[config.mk]
export PLATFORM = sky130hd
export DESIGN_NAME = rc3n_merge
export DESIGN_NICKNAME = d
export VERILOG_FILES = /design/src/rtl/rc3n_pkg.sv /design/src/rtl/rc3n_merge.sv
export SDC_FILE = /design/constraint.sdc
export NUM_CORES = 1
export LEC_CHECK = 0
export CAP_MARGIN = 5
export CORE_AREA = 2 2 61 57
export CTS_BUF_LIST = sky130_fd_sc_hd__clkbuf_4 sky130_fd_sc_hd__clkbuf_8
export DETAILED_ROUTE_END_ITERATION = 12
export DIE_AREA = 0 0 63 59
export DONT_BUFFER_PORTS = 1
export PLACE_DENSITY = 0.47
export REMOVE_ABC_BUFFERS = 1
export SLEW_MARGIN = 20
export SYNTH_ARGS = -nofsm -noshare
export SYNTH_HDL_FRONTEND = slang
export SYNTH_SLANG_ARGS = --single-unit
[constraint.sdc]
create_clock -name i_clk -period 0.8 [get_ports i_clk]
set_input_delay 0.16 -clock i_clk [delete_from_list [all_inputs] [get_ports i_clk]]
set_output_delay 0.16 -clock i_clk [all_outputs]
set_load 0.05 [all_outputs]
[src/rtl/rc3n_pkg.sv]
// ----------------------------------------------------------------------------
// rc3n_pkg
// Shared types and constants of the RGBA 3x3 normalized convolution core.
// ----------------------------------------------------------------------------
package rc3n_pkg;

    localparam int PIX_W      = 8;          // one color channel
    localparam int RGB_W      = 24;         // packed R, G, B
    localparam int WORD_W     = 32;         // packed R, G, B, A
    localparam int COEF_W     = 16;         // signed Q8.8 coefficient
    localparam int KROW_W     = 48;         // three coefficients of one kernel row
    localparam int SCALE_W    = 24;         // signed Q8.16 normalization factor
    localparam int ACC_W      = 28;         // nine taps of 8 x 16 bits, signed
    localparam int PROD_W     = 52;         // sum times factor, signed
    localparam int RND_SHIFT  = 24;         // Q8.8 * Q8.16 -> integer
    localparam int WID_REG_W  = 11;         // image_width register
    localparam int ROW_W      = 13;         // image_height register and row counter
    localparam int MAX_HEIGHT = 4096;
    localparam int APB_ADDR_W = 6;
    localparam int APB_DATA_W = 64;

    localparam logic signed [PROD_W-1:0] ROUND_HALF = 52'sh0000000800000;
    localparam logic [PIX_W-1:0]         PIX_MAX    = 8'hFF;

    // input item kind carried on tuser
    localparam logic OP_PIXEL = 1'b0;
    localparam logic OP_DRAIN = 1'b1;

    // register indexes (paddr / 8)
    localparam logic [2:0] REG_KTOP   = 3'd0;
    localparam logic [2:0] REG_KMID   = 3'd1;
    localparam logic [2:0] REG_KBOT   = 3'd2;
    localparam logic [2:0] REG_SCALE  = 3'd3;
    localparam logic [2:0] REG_WIDTH  = 3'd4;
    localparam logic [2:0] REG_HEIGHT = 3'd5;

    localparam logic [KROW_W-1:0]  KTOP_RST  = 48'h000000000000;
    localparam logic [KROW_W-1:0]  KMID_RST  = 48'h000001000000;
    localparam logic [KROW_W-1:0]  KBOT_RST  = 48'h000000000000;
    localparam logic [SCALE_W-1:0] SCALE_RST = 24'h010000;
    localparam logic [ROW_W-1:0]   HGT_RST   = 13'd1024;
    localparam logic [WID_REG_W-1:0] WID_RAW_RST = 11'd1024;

    // kernel tap walk
    localparam logic [1:0] TAP_FIRST = 2'd0;
    localparam logic [1:0] TAP_LAST  = 2'd2;

    typedef enum logic [2:0] {
        ST_IDLE,
        ST_POS,
        ST_READ,
        ST_LOAD,
        ST_MAC,
        ST_SCALE,
        ST_ROUND
    } t_state;

    // 3x3 window, [row][column], column 2 newest
    typedef logic [2:0][2:0][RGB_W-1:0] t_win;
    typedef logic [2:0][2:0][PIX_W-1:0] t_win8;

    typedef struct packed {
        logic bot_en;
        logic mid_en;
        logic top_en;
        logic emit;
        logic zl;
        logic zr;
        logic last;
    } t_flags;

    typedef struct packed {
        logic rd;
        logic wr;
        logic bot_en;
        logic mid_en;
        logic top_en;
    } t_line_ctl;

    typedef struct packed {
        logic       clr;
        logic       mac;
        logic       skip;
        logic       scale;
        logic [1:0] row;
        logic [1:0] col;
    } t_lane_ctl;

endpackage

[src/rtl/rc3n_merge.sv]
// ----------------------------------------------------------------------------
// rc3n_merge
// Joins the three lane results with alpha and frame end into the output register.
// ----------------------------------------------------------------------------
module rc3n_merge (
    input  logic                          i_clk,
    input  logic                          i_rst_n,
    input  logic                          i_load,
    input  logic [2:0][rc3n_pkg::PIX_W-1:0] i_rgb,
    input  logic [rc3n_pkg::PIX_W-1:0]    i_alpha,
    input  logic                          i_last,
    input  logic                          i_tready,
    output logic                          o_free,
    output logic                          o_tvalid,
    output logic [rc3n_pkg::WORD_W-1:0]   o_tdata,   // red, green, blue, alpha
    output logic                          o_tlast
);

    logic                        r_valid;
    logic [rc3n_pkg::WORD_W-1:0] r_data;
    logic                        r_last;

    assign o_free = !r_valid || i_tready;

    always_ff @(posedge i_clk) begin
        if (!i_rst_n) begin
            r_valid <= 1'b0;
        end else if (i_load) begin
            r_valid <= 1'b1;
        end else if (i_tready) begin
            r_valid <= 1'b0;
        end
    end

    always_ff @(posedge i_clk) begin
        if (i_load) begin
            r_data <= {i_alpha, i_rgb[2], i_rgb[1], i_rgb[0]};
            r_last <= i_last;
        end
    end

    assign o_tvalid = r_valid;
    assign o_tdata  = r_data;
    assign o_tlast  = r_last;

endmodule

==> metrics <==
Synth Instances=37; # fillers=206; endpoint class of the critical path=primary output; Vias/cell=4.06; Setup CP Type=reg2out; Crit path arrival time=between 0.9 and 1 ns; DR vias=641; Core Box Area=3020 µm²; Seq cells post-synth=34; unrepaired setup endpoints after global routing=true; Slew HR=0.908; Critical Path RT=0.64 ns; most common cell after layout, fill and taps aside=dlygate4sd3_1; CTS max path bufs=2; clk_skew=0 ns; DP Area=1780 µm²; n_diodes=0; final HPWL from detailed placement=1690 µm; Sw Share=0.281; Final setup viols=35; mapped cell area=about 1000 µm²; cell taking the most area after synthesis=edfxtp_1; Setup WS post-layout=-0.308 ns; Die W=63 µm; Fin. Hold Viols=33; Hold Crit Class=in2reg; Critical R2R Launch=o_tvalid$_SDFFE_PN0P_; worst-path fanout max=1; reg2reg path depth=3; Placed Cells incl. Taps=114; Total Power=4.31 mW; Reg area=1010 µm²; final instance area=about 2200 µm²; max_cap viols=0; nets=152; period utilisation layout=1.38; clk root buf=clkbuf_4; Hold EP=o_tdata[24]$_DFFE_PP_; number of global-route vias before repair=680; pre-CTS setup slack=approximately 0.05 ns; Tightest Pin Transition=0.138 ns; crit-path leading delay family=flip-flops; min Tclk post-route=between 1 and 1.5 ns; flop2flop setup slack=0.05 ns; total wire length=between 2000 and 2500 µm; Detailed Route Iter0 Violations=24; Switch Pwr=~1.2 mW; CP cell instances=buf_12; failing checks=hold timing, setup timing; commonest cells after routing, fill and taps aside=dlygate4sd3_1, buf_12, edfxtp_1, clkbuf_4; Comb pwr share=0.278; Synth cell types=5; Yosys top cell area share=0.953; Ys Warns=0; drt drc=0; most area-consuming cells after synthesis=edfxtp_1, dfxtp_1, nand2b_4; CTS sink count=34; Hold Startpoint=i_load; CTS buffer count=5; status=finished, violations left; clk_lat worst skew=0.32 ns; syn avg cell area=28.1 µm²; post-layout util=0.730; Area Growth Syn to Fin=112%; met1 WL=783 µm; Port Buffers=0; metal3 WL=roughly 230 µm; all-layer global routing usage=0.146; met2 WL=1430 µm; multi-input gate area in the final layout=25.0 µm²; grt ovf=0; Core Rows=19; P_int=3.10 mW; first-pass GRT wire length=3740 µm; clock share of power=0.205; fmax=~900 MHz; Final Non-Filler Cells=between 150 and 200; top layer in use=met4; Placer Congestion=0.660; sequential share of power=0.517; layout cells sized above 1=0.397; cts hold-fix bufs=35; Worst path slowest cell=edfxtp_1; Ports=a little over 70; power per cell area=between 1500 and 2000 nW/µm²; leakage=0.859 nW; Slew Viols, Final=0; Crit path largest cell delay=0.44 ns; largest net degree at the start of global routing=35; hold depth=0; Worst Path Buf+Inv=1; sequential element share of the synthesized area=0.972; Worst VDD drop=1.42 mV; Post-DRT Antenna Nets=0; reg2reg end=o_tvalid$_SDFFE_PN0P_; Initial Utilization=0.344; Hold Slack=-0.0569 ns; die area=3720 µm²; Die Y=59 µm; drt wl/cell=15.6 µm; htree depth=2; Worst Setup Start Kind=flop; Worst-path clk slew=0.10 ns; initial antenna violation count=0; TritonRoute pass-1 iters=4; CTS tree=done
[worst max path at each step]
stage                          startpoint                    end  slack [ns]  depth (start not counted)
global route        o_tdata[16]$_DFFE_PP_            o_tdata[16]       -0.36                          1
detailed placement  o_tvalid$_SDFFE_PN0P_                 o_free        0.05                          2
CTS                  o_tdata[9]$_DFFE_PP_             o_tdata[9]       -0.33                          1
floorplan           o_tvalid$_SDFFE_PN0P_  o_tvalid$_SDFFE_PN0P_       -0.30                          2
global placement    o_tvalid$_SDFFE_PN0P_                 o_free        0.07                          2
finish              o_tdata[16]$_DFFE_PP_            o_tdata[16]       -0.31                          1
[sequential cells by signal, summed over array words and instances, names as in the netlist]
name,flops
o_tdata,32
o_tlast,1
o_tvalid,1
[Yosys cell counts]
| master | instances |
|---|---|
| a21boi_2 | 1 |
| dfxtp_1 | 1 |
| edfxtp_1 | 33 |
| inv_1 | 1 |
| nand2b_4 | 1 |
[area by class of cell]
cell class | count | area share
multi-input cells | 2 | 0.0114
well taps | 42 | 0.0239
inverters | 1 | 0.00170
clock buffers | 6 | 0.0204
clock inverters | 2 | 0.00398
repair buffers | 71 | 0.478
flip-flops and latches | 34 | 0.461
[power groups by stage]
stage	sequential (mW)	clock, mW	combinational [mW]
final	2.23	0.884	1.20
after floorplan	2.68	0	0.0185
after global routing	2.24	1.03	1.22
after detailed placement	2.27	0	1.06
after CTS	2.23	0.928	1.20
after global placement	2.27	0	1.06
[per-layer routing]
| layer | vias to the layer above | GRT usage |
|---|---|---|
| met3 | 2 | 0.0837 |
| met4 | 0 | 0.0476 |
| li1 | 299 | - |
| met1 | 294 | 0.129 |
| met2 | 46 | 0.278 |
| met5 | - | 0 |
[cell families (layout without fill, tap and decap cells)]
group                  after synthesis  after routing  share of synthesized area
AO/OA/AOI/OAI                        1              1                     0.0108
AND/OR/NAND/NOR                      1              1                     0.0132
buffers and inverters                1             80                    0.00361
flip-flops                          34             34                      0.972
[repair_timing]
item / 4_1_cts / 5_1_grt
gates resized for setup: 4 / 0
setup endpoints to repair: 35 / 35
endpoints found under the hold margin: 67 / 33
setup buffers: 1 / 0
[through the flow]
step	TNS (ns)	hold slack (ns)
final	-9.79	-0.0569
after global routing	-12.00	-0.109
after CTS	-10.64	-0.0824
after detailed placement	0	0.259
after global placement	0	0.259
after floorplan	-0.542	0.259
No activity file was read; power rests on OpenSTA's default activity.
