$ cat src/rtl/rc3n_pkg.sv
// ----------------------------------------------------------------------------
// rc3n_pkg
// Shared types and constants of the RGBA 3x3 normalized convolution core.
// ----------------------------------------------------------------------------
package rc3n_pkg;

    localparam int PIX_W      = 8;          // one color channel
    localparam int RGB_W      = 24;         // packed R, G, B
    localparam int WORD_W     = 32;         // packed R, G, B, A
    localparam int COEF_W     = 16;         // signed Q8.8 coefficient
    localparam int KROW_W     = 48;         // three coefficients of one kernel row
    localparam int SCALE_W    = 24;         // signed Q8.16 normalization factor
    localparam int ACC_W      = 28;         // nine taps of 8 x 16 bits, signed
    localparam int PROD_W     = 52;         // sum times factor, signed
    localparam int RND_SHIFT  = 24;         // Q8.8 * Q8.16 -> integer
    localparam int WID_REG_W  = 11;         // image_width register
    localparam int ROW_W      = 13;         // image_height register and row counter
    localparam int MAX_HEIGHT = 4096;
    localparam int APB_ADDR_W = 6;
    localparam int APB_DATA_W = 64;

    localparam logic signed [PROD_W-1:0] ROUND_HALF = 52'sh0000000800000;
    localparam logic [PIX_W-1:0]         PIX_MAX    = 8'hFF;

    // input item kind carried on tuser
    localparam logic OP_PIXEL = 1'b0;
    localparam logic OP_DRAIN = 1'b1;

    // register indexes (paddr / 8)
    localparam logic [2:0] REG_KTOP   = 3'd0;
    localparam logic [2:0] REG_KMID   = 3'd1;
    localparam logic [2:0] REG_KBOT   = 3'd2;
    localparam logic [2:0] REG_SCALE  = 3'd3;
    localparam logic [2:0] REG_WIDTH  = 3'd4;
    localparam logic [2:0] REG_HEIGHT = 3'd5;

    localparam logic [KROW_W-1:0]  KTOP_RST  = 48'h000000000000;
    localparam logic [KROW_W-1:0]  KMID_RST  = 48'h000001000000;
    localparam logic [KROW_W-1:0]  KBOT_RST  = 48'h000000000000;
    localparam logic [SCALE_W-1:0] SCALE_RST = 24'h010000;
    localparam logic [ROW_W-1:0]   HGT_RST   = 13'd1024;
    localparam logic [WID_REG_W-1:0] WID_RAW_RST = 11'd1024;

    // kernel tap walk
    localparam logic [1:0] TAP_FIRST = 2'd0;
    localparam logic [1:0] TAP_LAST  = 2'd2;

    typedef enum logic [2:0] {
        ST_IDLE,
        ST_POS,
        ST_READ,
        ST_LOAD,
        ST_MAC,
        ST_SCALE,
        ST_ROUND
    } t_state;

    // 3x3 window, [row][column], column 2 newest
    typedef logic [2:0][2:0][RGB_W-1:0] t_win;
    typedef logic [2:0][2:0][PIX_W-1:0] t_win8;

    typedef struct packed {
        logic bot_en;
        logic mid_en;
        logic top_en;
        logic emit;
        logic zl;
        logic zr;
        logic last;
    } t_flags;

    typedef struct packed {
        logic rd;
        logic wr;
        logic bot_en;
        logic mid_en;
        logic top_en;
    } t_line_ctl;

    typedef struct packed {
        logic       clr;
        logic       mac;
        logic       skip;
        logic       scale;
        logic [1:0] row;
        logic [1:0] col;
    } t_lane_ctl;

endpackage

$ cat src/rtl/rc3n_lane.sv
// ----------------------------------------------------------------------------
// rc3n_lane
// One color lane: serial 3x3 multiply-accumulate, scaling, rounding, clamping.
// ----------------------------------------------------------------------------
module rc3n_lane (
    input  logic                                 i_clk,
    input  rc3n_pkg::t_lane_ctl                  i_ctl,
    input  rc3n_pkg::t_win8                      i_win,
    input  logic signed [rc3n_pkg::COEF_W-1:0]   i_coef,
    input  logic signed [rc3n_pkg::SCALE_W-1:0]  i_scale,
    output logic [rc3n_pkg::PIX_W-1:0]           o_pix
);

    logic [rc3n_pkg::PIX_W-1:0]                         tap_pix;
    logic signed [rc3n_pkg::PIX_W+rc3n_pkg::COEF_W:0]   tap_prod;
    logic signed [rc3n_pkg::ACC_W-1:0]                  r_acc;
    logic signed [rc3n_pkg::PROD_W-1:0]                 r_prod;
    logic signed [rc3n_pkg::PROD_W-1:0]                 rnd;

    // padding columns at the image edges contribute nothing
    assign tap_pix  = i_ctl.skip ? '0 : i_win[i_ctl.row][i_ctl.col];
    assign tap_prod = $signed({1'b0, tap_pix}) * i_coef;

    always_ff @(posedge i_clk) begin
        if (i_ctl.clr) begin
            r_acc <= '0;
        end else if (i_ctl.mac) begin
            r_acc <= r_acc + rc3n_pkg::ACC_W'(tap_prod);
        end
        if (i_ctl.scale) begin
            r_prod <= r_acc * i_scale;
        end
    end

    // round half away from zero; non-positive results clamp to zero
    assign rnd = r_prod + rc3n_pkg::ROUND_HALF;

    always_comb begin
        if (r_prod[rc3n_pkg::PROD_W-1] || (r_prod == '0)) begin
            o_pix = '0;
        end else if (|rnd[rc3n_pkg::PROD_W-1:rc3n_pkg::RND_SHIFT+rc3n_pkg::PIX_W]) begin
            o_pix = rc3n_pkg::PIX_MAX;
        end else begin
            o_pix = rnd[rc3n_pkg::RND_SHIFT+rc3n_pkg::PIX_W-1:rc3n_pkg::RND_SHIFT];
        end
    end

endmodule

$ cat config.mk
export PLATFORM = sky130hd
export DESIGN_NAME = rc3n_lane
export DESIGN_NICKNAME = d
export VERILOG_FILES = /design/src/rtl/rc3n_pkg.sv /design/src/rtl/rc3n_lane.sv
export SDC_FILE = /design/constraint.sdc
export NUM_CORES = 2
export LEC_CHECK = 0
export BUFFER_PORTS_ARGS = -buffer_cell sky130_fd_sc_hd__buf_2
export CAP_MARGIN = 20
export CELL_PAD_IN_SITES_DETAIL_PLACEMENT = 0
export CELL_PAD_IN_SITES_GLOBAL_PLACEMENT = 1
export CORE_UTILIZATION = 45
export DETAILED_ROUTE_END_ITERATION = 16
export PLACE_DENSITY = 0.83
export SLEW_MARGIN = 10
export SYNTH_ARGS = -nofsm -noshare
export SYNTH_HDL_FRONTEND = slang
export SYNTH_SLANG_ARGS = --single-unit
export TNS_END_PERCENT = 10
$ cat constraint.sdc
create_clock -name i_clk -period 16.83 [get_ports i_clk]
set_input_delay 5.049 -clock i_clk [delete_from_list [all_inputs] [get_ports i_clk]]
set_output_delay 5.049 -clock i_clk [all_outputs]
set_load 0.02 [all_outputs]
==> impl_metrics.csv <==
group,metric,value,unit
cells_and_area,fill_cells,7050,
setup_path,critPathLaunch,"i_ctl[2]",
synth,ys_async_sr_fraction,0,%
setup_path,cp-end-kind,"flop",
setup_path,critPathMostFrequentCell,"fa_1",
cells_and_area,multi_input_area,27990,um^2
global_routing,grt_overflow,0,
timing,rsz0062_at_grt,"no",
drt,initialDrtViolationCount,1289,
synth,synth-xor-area-share,2.176,%
setup_path,rrSetupSlack,8.62,ns
die,fp.dieArea,76220,um^2
synth,yosysTopAreaCellShare,48.74,%
setup_path,cpPeakStageDelay,0.84,ns
drt,ant_nets,0,
die,die_h,276.1,um
global_routing,grt_max_degree,53,
synth,avgSynthCellArea,9.320,um^2
synth,synth.mux.area_fraction,1.569,%
timing,worst_pin_slew,1.129,ns
cts,clock_latency,0.40,ns
global_routing,antenna_found_initial,2,
cells_and_area,regArea,2122,um^2
placed_design,routabilityCongestion,0.8586,
status,status,"finished, final reports clean",
drt,wl_per_cell,17.20,um
synth,ys_types,75,
setup_path,worstPathCellList,"buf_2, clkinv_1, nor2_1, a22oi_1, o22a_1, nor2_1, nand2_1, fa_1, inv_1, fa_1, inv_1, fa_1, fa_1, inv_1, fa_1, ha_1, a2111oi_0, o21ai_0, nand2_1, o21bai_1, a21bo_2, o311ai_0, nand4_1, o311ai_0",
setup_path,r2r-start,"r_acc[27]",
cts,htreeDepth,3,
synth,synthesis.area,33800,um^2
cts,cts_tree,"done",
placed_design,port_buffers,128,
timing,finalSetupTns,0,ns
synth,yosysWarnings,0,
setup_path,rr_endpoint,"r_prod[43]",
die,pin_count,129,
worst_hold_path,hold_depth,2,
timing,slew_violations,0,
cts,root_buffer,"clkbuf_16",
synth,synth_fa_ha_area_share,56.29,%
global_routing,grt_util_met1,29.45,%
timing,min_period,12.45,ns
worst_hold_path,hold_class,"flop to flop",
synth,ys_seq_elements,80,
synth,yosysTopAreaCell,"fa_1",
cells_and_area,design_area,35660,um^2
cts,cts_resized,0,
setup_path,startpoint_type,"input port",
synth,synthCells,3627,
timing,slew_headroom,24.44,%
setup_path,criticalPathCategory,"input port to flop",
placed_design,place_area,35240,um^2
cts,post_cts_buffers,0,
die,initial_core_util,45.41,%
global_routing,met3_usage,1.952,%
drt,finalWirelength,79250,um
global_routing,grt_first_pass_wirelength,132900,um
setup_path,arrival,12.73,ns
cts,holdBufCountCts,0,
setup_path,reg2regPathDepth,22,
setup_path,crit_fanout,16,
timing,period_share,73.97,%
timing,hold_viol_final,0,
worst_hold_path,holdPathEnd,"r_acc[0]",
global_routing,grt_usage,21.76,%
synth,synth.area.top_cells,"fa_1 (49%), inv_1 (9.0%), and2_1 (7.7%), ha_1 (7.6%), nand2_1 (4.6%)",
cts,clk_path_buf_depth,2,
cells_and_area,syn2layout_area_growth,5.500,%
synth,yosysSeqAreaShare,6.277,%
die,core,74450,um^2
synth,synth_most_common_cell,"fa_1",
timing,max_freq,80.33,MHz
setup_path,critPathSlowestCell,"nor2_1",
global_routing,first_global_vias,25190,
drt,dr.pass1.iters,5,
job,maxCapViolCount,0,
drt,post-route-drc-count,0,
synth,synth_flop_cell,"edfxtp_1",
synth,synth_compound_area_share,6.292,%
synth,syn-num-nets,4775,
timing,fin_hold_ws,0.5485,ns
die,core.rowCount,100,
synth,synth-simple-area-share,16.47,%
global_routing,grtUsageMet2,37.63,%
cells_and_area,drive_gt1_share,5.745,%
global_routing,grt.busiest_layer,"met2",
synth,synth_top_family_by_area,"adder cells",
timing,setup_viol_count_final,0,
placed_design,dp_hpwl,66140,um
drt,vias,24110,
synth,synth_common_cells,"fa_1 (823), inv_1 (815), nand2_1 (417)",
cts,cts.sinks,80,
synth,synth_edf_count,52,
timing,skew,0.02025,ns
cts,cts-buffers-inserted,9,
drt,viasPerCell,5.231,
cts,clk_pin_slew,0.07,ns
worst_hold_path,hp-start,"r_acc[0]",
die,fp.dieW,276.1,um
setup_path,cp.required,17.11,ns
cells_and_area,fin_nets,4781,
-- through the flow --
step	std cells	util (%)	setup slack, ns
detailed placement	4584	47.34	4.117
global placement	4581	47.28	4.333
CTS	4600	47.79	4.532
floorplan	3627	-	5.109
finish	4608	47.91	4.381
global route	4608	47.91	3.812
-- worst max path at each step --
stage,endpoint,slack [ns]
4_1_cts,r_acc[18],4.53
6_report,r_acc[18],4.38
3_5_place_dp,r_acc[18],4.12
5_1_grt,r_acc[18],3.81
3_3_place_gp,r_prod[43],4.33
2_1_floorplan,r_prod[51],5.11
-- cell type report --
class / count / share of cell area, %
repair buffers: 161 / 2.642
inverters: 816 / 8.588
well taps: 969 / 3.400
flip-flops and latches: 80 / 5.950
multi-input cells: 2565 / 78.48
clock inverters: 7 / 0.3052
diodes: 1 / 0.007017
clock buffers: 9 / 0.6315
-- critical path: cells and delay by family --
family                   cells  cell delay (ns)
AO/OA/AOI/OAI                8             2.01
AND/OR/NAND/NOR              5             2.23
adder cells (fa/ha/maj)      6             2.83
buffers and inverters        5             0.60
-- logic make-up after synthesis --
family	Yosys count
simple gates	1099
fa+ha+maj	1027
buf+inv	982
compound gates	313
xor+xnor	84
flops	80
mux	42
-- routing by layer --
metal / wire length [um] / vias up
met2: 40670 / 516
met4: 1738 / 0
li1: - / 10930
met1: 33780 / 12560
met5: 0 / -
met3: 3053 / 100
-- cells in the final DEF (no fill, tap or decap), drive strengths merged, types with 7 or more instances in the layout --
master,n
and2,415
nor2,108
o22a,9
nand3,24
mux2,8
nor4,16
and3,17
nor3,27
mux2i,26
inv,819
nand2,417
nand4,21
fa,823
a31oi,15
xnor2,58
dfxtp,28
mux4,8
o21ai,45
a21o,48
clkbuf,9
nand2b,23
a22oi,9
a21oi,79
edfxtp,52
xor2,26
o22ai,7
a211oi,16
o21bai,13
o211ai,13
buf,161
ha,204
-- sequential cells by signal, summed over array words and instances, names as in the netlist --
register and flops:
r_prod 52, r_acc 28
Power is left out: the tool's default activity adds up to more than one toggle a clock period on the data nets, which glitch-free logic cannot reach.
